`src/sv/spq_pkg.sv`:
```
// Shared types and constants for the sorted priority queue.
`default_nettype none
package spq_pkg;

    localparam int KEY_W       = 32;
    localparam int COUNT_OUT_W = 5;
    localparam int APB_DATA_W  = 32;
    localparam int APB_ADDR_W  = 3;

    // item operation codes
    localparam logic MODE_INSERT = 1'b0;
    localparam logic MODE_REMOVE = 1'b1;

    // register index (paddr[2])
    localparam logic REG_ORDER_SIGNED = 1'b0;

    // control broadcast to every cell
    typedef struct packed {
        logic upd;   // store changes this cycle
        logic ins;   // 1 insert, 0 remove
        logic sgn;   // signed key order
    } t_cell_ctrl;

endpackage
`default_nettype wire

```
`src/sv/spq_cell.sv`:
```
// One slot of the sorted key chain: holds a key, compares it to the new key.
`default_nettype none
module spq_cell
    import spq_pkg::*;
(
    input  wire logic             i_clk,
    input  wire t_cell_ctrl       i_ctrl,
    input  wire logic             i_occupied,
    input  wire logic [KEY_W-1:0] i_new_key,
    input  wire logic [KEY_W-1:0] i_left_key,
    input  wire logic             i_left_stay,
    input  wire logic [KEY_W-1:0] i_right_key,
    output logic      [KEY_W-1:0] o_key,
    output logic                  o_stay,
    output logic      [KEY_W-1:0] o_next_key
);

    logic [KEY_W-1:0] r_key;
    logic [KEY_W-1:0] n_key;
    logic [KEY_W-1:0] cmp_a;
    logic [KEY_W-1:0] cmp_b;
    logic             key_lt_new;

    // signed order: flip the sign bits and compare unsigned
    assign cmp_a      = {r_key[KEY_W-1] ^ i_ctrl.sgn, r_key[KEY_W-2:0]};
    assign cmp_b      = {i_new_key[KEY_W-1] ^ i_ctrl.sgn, i_new_key[KEY_W-2:0]};
    assign key_lt_new = cmp_a < cmp_b;

    // keys not below the new key keep their slot
    assign o_stay = i_occupied && !key_lt_new;

    always_comb begin
        n_key = r_key;
        if (i_ctrl.upd) begin
            if (i_ctrl.ins) begin
                if (o_stay) begin
                    n_key = r_key;
                end else if (i_left_stay) begin
                    n_key = i_new_key;
                end else begin
                    n_key = i_left_key;
                end
            end else begin
                n_key = i_right_key;
            end
        end
    end

    always_ff @(posedge i_clk) begin
        r_key <= n_key;
    end

    assign o_key      = r_key;
    assign o_next_key = n_key;

endmodule
`default_nettype wire

```
`src/sv/sorted_priority_queue.sv`:
```
// Top level of the sorted priority queue: cell chain, count, APB register, result register.
//
//  channel  | handshake                  | payload
//  ---------+----------------------------+----------------------------------------------
//  input    | i_in_valid / o_in_ready    | i_mode, i_key
//  output   | o_out_valid / i_out_ready  | o_max_key, o_entry_count, o_is_empty, o_rejected
//  config   | psel, penable, pwrite      | paddr, pwdata, prdata, pready (always 1)
//
// Every cell compares and shifts in the same cycle, so one item per cycle is taken unless stalled;
// its result shows in the output register the cycle after the transfer.
// The input is stalled only while a result waits in the output register and
// i_out_ready is low. Reset clears the count, the output valid and order_signed;
// keys in the chain are left as they are and only slots below the count are read.
`default_nettype none
module sorted_priority_queue
    import spq_pkg::*;
#(
    parameter int DEPTH = 16
) (
    input  wire logic                   i_clk,
    input  wire logic                   i_rst_n,
    input  wire logic                   i_in_valid,
    output logic                        o_in_ready,
    input  wire logic                   i_mode,
    input  wire logic [KEY_W-1:0]       i_key,
    output logic                        o_out_valid,
    input  wire logic                   i_out_ready,
    output logic      [KEY_W-1:0]       o_max_key,
    output logic      [COUNT_OUT_W-1:0] o_entry_count,
    output logic                        o_is_empty,
    output logic                        o_rejected,
    input  wire logic                   psel,
    input  wire logic                   penable,
    input  wire logic                   pwrite,
    input  wire logic [APB_ADDR_W-1:0]  paddr,
    input  wire logic [APB_DATA_W-1:0]  pwdata,
    output logic      [APB_DATA_W-1:0]  prdata,
    output logic                        pready
);

    localparam int CW = $clog2(DEPTH + 1);

    logic                   r_order_signed;
    logic [CW-1:0]          r_count;
    logic [CW-1:0]          n_count;
    logic                   r_out_valid;
    logic [KEY_W-1:0]       r_max_key;
    logic [COUNT_OUT_W-1:0] r_entry_count;
    logic                   r_is_empty;
    logic                   r_rejected;

    logic                   in_xfer;
    logic                   is_full;
    logic                   is_zero;
    logic                   reject;
    logic [CW+COUNT_OUT_W-1:0] count_ext;
    t_cell_ctrl             ctrl;

    logic [KEY_W-1:0] cell_key  [DEPTH];
    logic [KEY_W-1:0] cell_next [DEPTH];
    logic             cell_stay [DEPTH];

    // ---------------- register port ----------------
    assign pready = 1'b1;

    always_ff @(posedge i_clk) begin
        if (!i_rst_n) begin
            r_order_signed <= 1'b0;
        end else if (psel && penable && pwrite && paddr[2] == REG_ORDER_SIGNED) begin
            r_order_signed <= pwdata[0];
        end
    end

    always_comb begin
        prdata = '0;
        if (paddr[2] == REG_ORDER_SIGNED) begin
            prdata[0] = r_order_signed;
        end
    end

    // ---------------- item control ----------------
    assign o_in_ready = !r_out_valid || i_out_ready;
    assign in_xfer    = i_in_valid && o_in_ready;
    assign is_full    = r_count == CW'(DEPTH);
    assign is_zero    = r_count == '0;
    assign reject     = (i_mode == MODE_INSERT) ? is_full : is_zero;

    assign ctrl.upd = in_xfer && !reject;
    assign ctrl.ins = i_mode == MODE_INSERT;
    assign ctrl.sgn = r_order_signed;

    always_comb begin
        n_count = r_count;
        if (ctrl.upd) begin
            n_count = ctrl.ins ? r_count + 1'b1 : r_count - 1'b1;
        end
    end

    always_ff @(posedge i_clk) begin
        if (!i_rst_n) begin
            r_count <= '0;
        end else begin
            r_count <= n_count;
        end
    end

    // ---------------- cell chain ----------------
    genvar g;
    generate
        for (g = 0; g < DEPTH; g++) begin : g_cell
            logic [KEY_W-1:0] left_key;
            logic             left_stay;
            logic [KEY_W-1:0] right_key;

            if (g == 0) begin : g_head
                assign left_key  = i_key;
                assign left_stay = 1'b0;
            end else begin : g_body
                assign left_key  = cell_key[g-1];
                assign left_stay = cell_stay[g-1];
            end

            if (g == DEPTH - 1) begin : g_tail
                assign right_key = cell_key[g];
            end else begin : g_inner
                assign right_key = cell_key[g+1];
            end

            spq_cell u_cell (
                .i_clk       (i_clk),
                .i_ctrl      (ctrl),
                .i_occupied  (CW'(g) < r_count),
                .i_new_key   (i_key),
                .i_left_key  (left_key),
                .i_left_stay (left_stay),
                .i_right_key (right_key),
                .o_key       (cell_key[g]),
                .o_stay      (cell_stay[g]),
                .o_next_key  (cell_next[g])
            );
        end
    endgenerate

    // ---------------- result register ----------------
    assign count_ext = {{COUNT_OUT_W{1'b0}}, n_count};

    always_ff @(posedge i_clk) begin
        if (!i_rst_n) begin
            r_out_valid <= 1'b0;
        end else if (in_xfer) begin
            r_out_valid <= 1'b1;
        end else if (i_out_ready) begin
            r_out_valid <= 1'b0;
        end
    end

    always_ff @(posedge i_clk) begin
        if (in_xfer) begin
            r_max_key     <= (n_count == '0) ? '0 : cell_next[0];
            r_entry_count <= count_ext[COUNT_OUT_W-1:0];
            r_is_empty    <= n_count == '0;
            r_rejected    <= reject;
        end
    end

    assign o_out_valid   = r_out_valid;
    assign o_max_key     = r_max_key;
    assign o_entry_count = r_entry_count;
    assign o_is_empty    = r_is_empty;
    assign o_rejected    = r_rejected;

endmodule
`default_nettype wire

```
`config.mk`:
```
export PLATFORM = sky130hd
export DESIGN_NAME = sorted_priority_queue
export DESIGN_NICKNAME = d
export VERILOG_FILES = /design/src/sv/spq_pkg.sv /design/src/sv/spq_cell.sv /design/src/sv/sorted_priority_queue.sv
export SDC_FILE = /design/constraint.sdc
export NUM_CORES = 2
export LEC_CHECK = 0
export BUFFER_PORTS_ARGS = -buffer_cell sky130_fd_sc_hd__buf_2
export CORE_MARGIN = 5
export CORE_UTILIZATION = 33
export CTS_BUF_LIST = sky130_fd_sc_hd__clkbuf_2
export DETAILED_ROUTE_END_ITERATION = 10
export PLACE_DENSITY = 0.45
export SLEW_MARGIN = 20
export SYNTH_ARGS = -nofsm -noshare
export SYNTH_HDL_FRONTEND = slang
export SYNTH_SLANG_ARGS = --single-unit
```
`constraint.sdc`:
```
create_clock -name i_clk -period 19.5 [get_ports i_clk]
set_input_delay 3.9 -clock i_clk [delete_from_list [all_inputs] [get_ports i_clk]]
set_output_delay 3.9 -clock i_clk [all_outputs]
set_load 0.01 [all_outputs]
```
==> summary.txt <==
Logic synthesis
  • Gate Count Post-Synth: 4019
  • Post-Syn Area: just over 40000 um2
  • Area share of the largest cell type after synthesis: 0.386
  • Ys Warns: 0
  • Synth area leader: edfxtp_1
  • EDFF count, synth: between 500 and 600
  • #FFs+latches synth: around 560
  • Top cells by area, synth: edfxtp_1, ha_1, nand2_1
  • Synth unique cells: 84
  • Register area share after synthesis: 0.405
  • Ys async rst share: 0
  • Top FF cell, synth: edfxtp_1
  • Mean Syn Cell Area: 10.0 um2

STA
  • Fmax: approximately 0.12 GHz
  • Worst Hold Margin: between 500 and 600 ps
  • Slew Limit Fails: 0
  • Final Hold Fails: 0
  • RSZ-0062 raised after global routing: false
  • Fin Setup TNS: 0 ps
  • Headroom to the max-slew limit: 0.199
  • Clock Skews: 118 ps
  • Final setup fails: 0
  • Tightest Pin Transition: 1200 ps
  • Final Cycle Share: 0.425
  • Min Tclk post-route: between 8000 and 9000 ps

Global routing
  • First-pass GRT wire length: 225 mm
  • All-layer global routing usage: 0.226
  • Number of global-route vias before repair: 34200
  • Total grt overflow: 0
  • Initial antenna violation count: 2
  • Pin count of the biggest net entering global routing: approximately 170

Floorplanning
  • Initial Util: 0.332
  • Die height: approximately 360 um
  • Die W: 360 um
  • Cell row count: roughly 130
  • Die area: around 130000 um2
  • Core footprint: approximately 120000 um2
  • I/O pin total: roughly 150

Route
  • # DRC: 0
  • Antenna-violating nets left: 0
  • 1st-iter DRT viols: around 3000
  • TritonRoute pass-1 iters: 8
  • Via count: around 34000
  • Wire per inst: between 20 and 30 um
  • Final WL: around 150 mm
  • DR vias/cell: approximately 5.8

Finish
  • FILL cells: between 10000 and 15000
  • P&R area growth vs syn: 9.32%
  • Post-layout util: 0.363
  • Share of cells above drive strength 1: 0.153
  • Nets: around 4700
  • Fin cells: between 5000 and 6000

Clock tree
  • Clock buffer depth: 3
  • Postcts setup bufs: 0
  • H-tree levels: 4
  • Post-CTS Resized: 0
  • CTS Buf Count: 164
  • Clock Latency Late Sink: 1640 ps
  • Root Buffer: clkbuf_2
  • CTS tree: built
  • Hold_buf cts: 0
  • Clk pin slew, worst setup/hold paths: approximately 130 ps
  • Sinks on Clock Net: roughly 560

Run status
  • Status: completed

Pwr
  • Pleak: 17.7 nW
  • Power per cell area: ~110 nW/um2
  • Max rail drop VDD: approximately 0.063 mV

Placement
  • DP Wirelength: roughly 110 mm
  • I/O Buffers: between 80 and 90
  • Placed cells: 5569
  • GP Congestion: between 0.8 and 0.9

Worst setup path
  • Reg2Reg Depth: 13
  • Startpoint types: input port
  • Worst path arrival time: 4390 ps
  • Worst-path fanout max: 5
  • R2R setup slack: about 15000 ps
  • Launching point of the worst reg2reg path: r_order_signed
  • Critical path class: input port to output port
  • Critical path, cell by cell: buf_2 -> nand2b_1 -> buf_2
  • Max incr delay on CP: 220 ps
  • Worst EP required: between 15000 and 20000 ps
  • FF-to-FF End: g_cell[9].u_cell.o_key[25]
  • Slowest stage cell, crit path: nand2b_1
  • Crit path capture type: output port
  • CP dominant cell by count: buf_2

Min path
  • Worst hold path type: register to register
  • Worst Hold End: g_cell[13].u_cell.o_key[17]
  • HP Start: g_cell[12].u_cell.o_key[17]
  • Depth of the worst hold-timing path: 1

Job
  • Max cap viols: 0
area by class of cell:
| type | instances | area [um2] | area share |
|---|---|---|---|
| well taps | 1625 | 2030 | 0.0461 |
| repair buffers | 188 | 1240 | 0.0281 |
| clock buffers | 245 | 1230 | 0.0278 |
| clock inverters | 38 | 170 | 0.00386 |
| inverters | 206 | 778 | 0.0176 |
| flip-flops and latches | 558 | 16400 | 0.371 |
| multi-input cells | 2992 | 22300 | 0.505 |
| diodes | 9 | 22.5 | 0.000510 |
power breakdown:
part | total, W | internal, W | switching (W)
combinational | 0.00183 | 0.000695 | 0.00114
sequential | 0.00201 | 0.00173 | 0.000285
clock | 0.000935 | 0.000344 | 0.000591
state kept, by name, summed over array words and instances (netlist names):
register / cells
g_cell.u_cell.o_key: 512
o_entry_count: 5
o_is_empty: 1
o_max_key: 32
o_out_valid: 1
o_rejected: 1
r_count: 5
r_order_signed: 1
logic make-up (layout without fill, tap and decap cells):
logic type | count (synthesis) | after routing | synth area share
AND/OR/NAND/NOR | 1278 | 1278 | 0.153
AO/OA/AOI/OAI | 1124 | 1124 | 0.219
flip-flops | 558 | 558 | 0.405
adder cells (fa/ha/maj) | 499 | 499 | 0.155
buffers and inverters | 499 | 677 | 0.0523
multiplexers | 36 | 36 | 0.00992
XOR/XNOR | 23 | 23 | 0.00499
other | 2 | 41 | 0.000186
Yosys cell counts (64+ instances only):
cell and instances:
nor3_1 64, inv_1 205, edfxtp_1 519, o311ai_0 67, a221o_1 131, nand3_1 191, and2_1 133, o21ai_0 163
nand4_1 74, o221ai_1 105, clkbuf_1 204, o221a_2 97, a21o_1 70, a21oi_1 151, nand2_1 485, nor2_1 170
ha_1 499, o211ai_1 79
worst max-delay path, delay by kind of cell:
family,cells,cell delay [ps]
buffers and inverters,2,270
AND/OR/NAND/NOR,1,220
placed cells by master, fill, tap and decap left out, types with 131 or more instances in the layout:
cell,instances
clkbuf_2,245
ha_1,499
nand2_1,485
and2_1,132
nand3_1,191
a221o_1,131
inv_1,205
nor2_1,164
a21oi_1,136
edfxtp_1,519
o21ai_0,163
how the worst max path moves through the flow:
stage,startpoint,end,slack [ps],cells after the start
6_report,i_out_ready,o_in_ready,11210,3
3_3_place_gp,i_key[6],g_cell[3].u_cell.o_key[0],11070,12
3_5_place_dp,i_key[22],g_cell[13].u_cell.o_key[25],11080,13
4_1_cts,i_out_ready,o_in_ready,11200,3
2_1_floorplan,i_key[31],g_cell[15].u_cell.o_key[0],8320,6
5_1_grt,i_out_ready,o_in_ready,11180,3
routing by layer:
| metal | track usage | vias up | share of wire |
|---|---|---|---|
| met5 | 0 | - | 0 |
| met4 | 0.0742 | 0 | 0.029 |
| met3 | 0.0302 | 244 | 0.050 |
| met2 | 0.368 | 1031 | 0.46 |
| met1 | 0.311 | 17000 | 0.46 |
| li1 | - | 15900 | - |
through the flow:
stage               worst slack, ps  power [W]  cell area [um2]
finish                        11210    0.00478            44100
global route                  11180    0.00511            44100
CTS                           11200    0.00480            44100
detailed placement            11080    0.00385            42700
global placement              11070    0.00383            42700
floorplan                      8320    0.00318            40500
No activity file was read; power rests on OpenSTA's default activity.
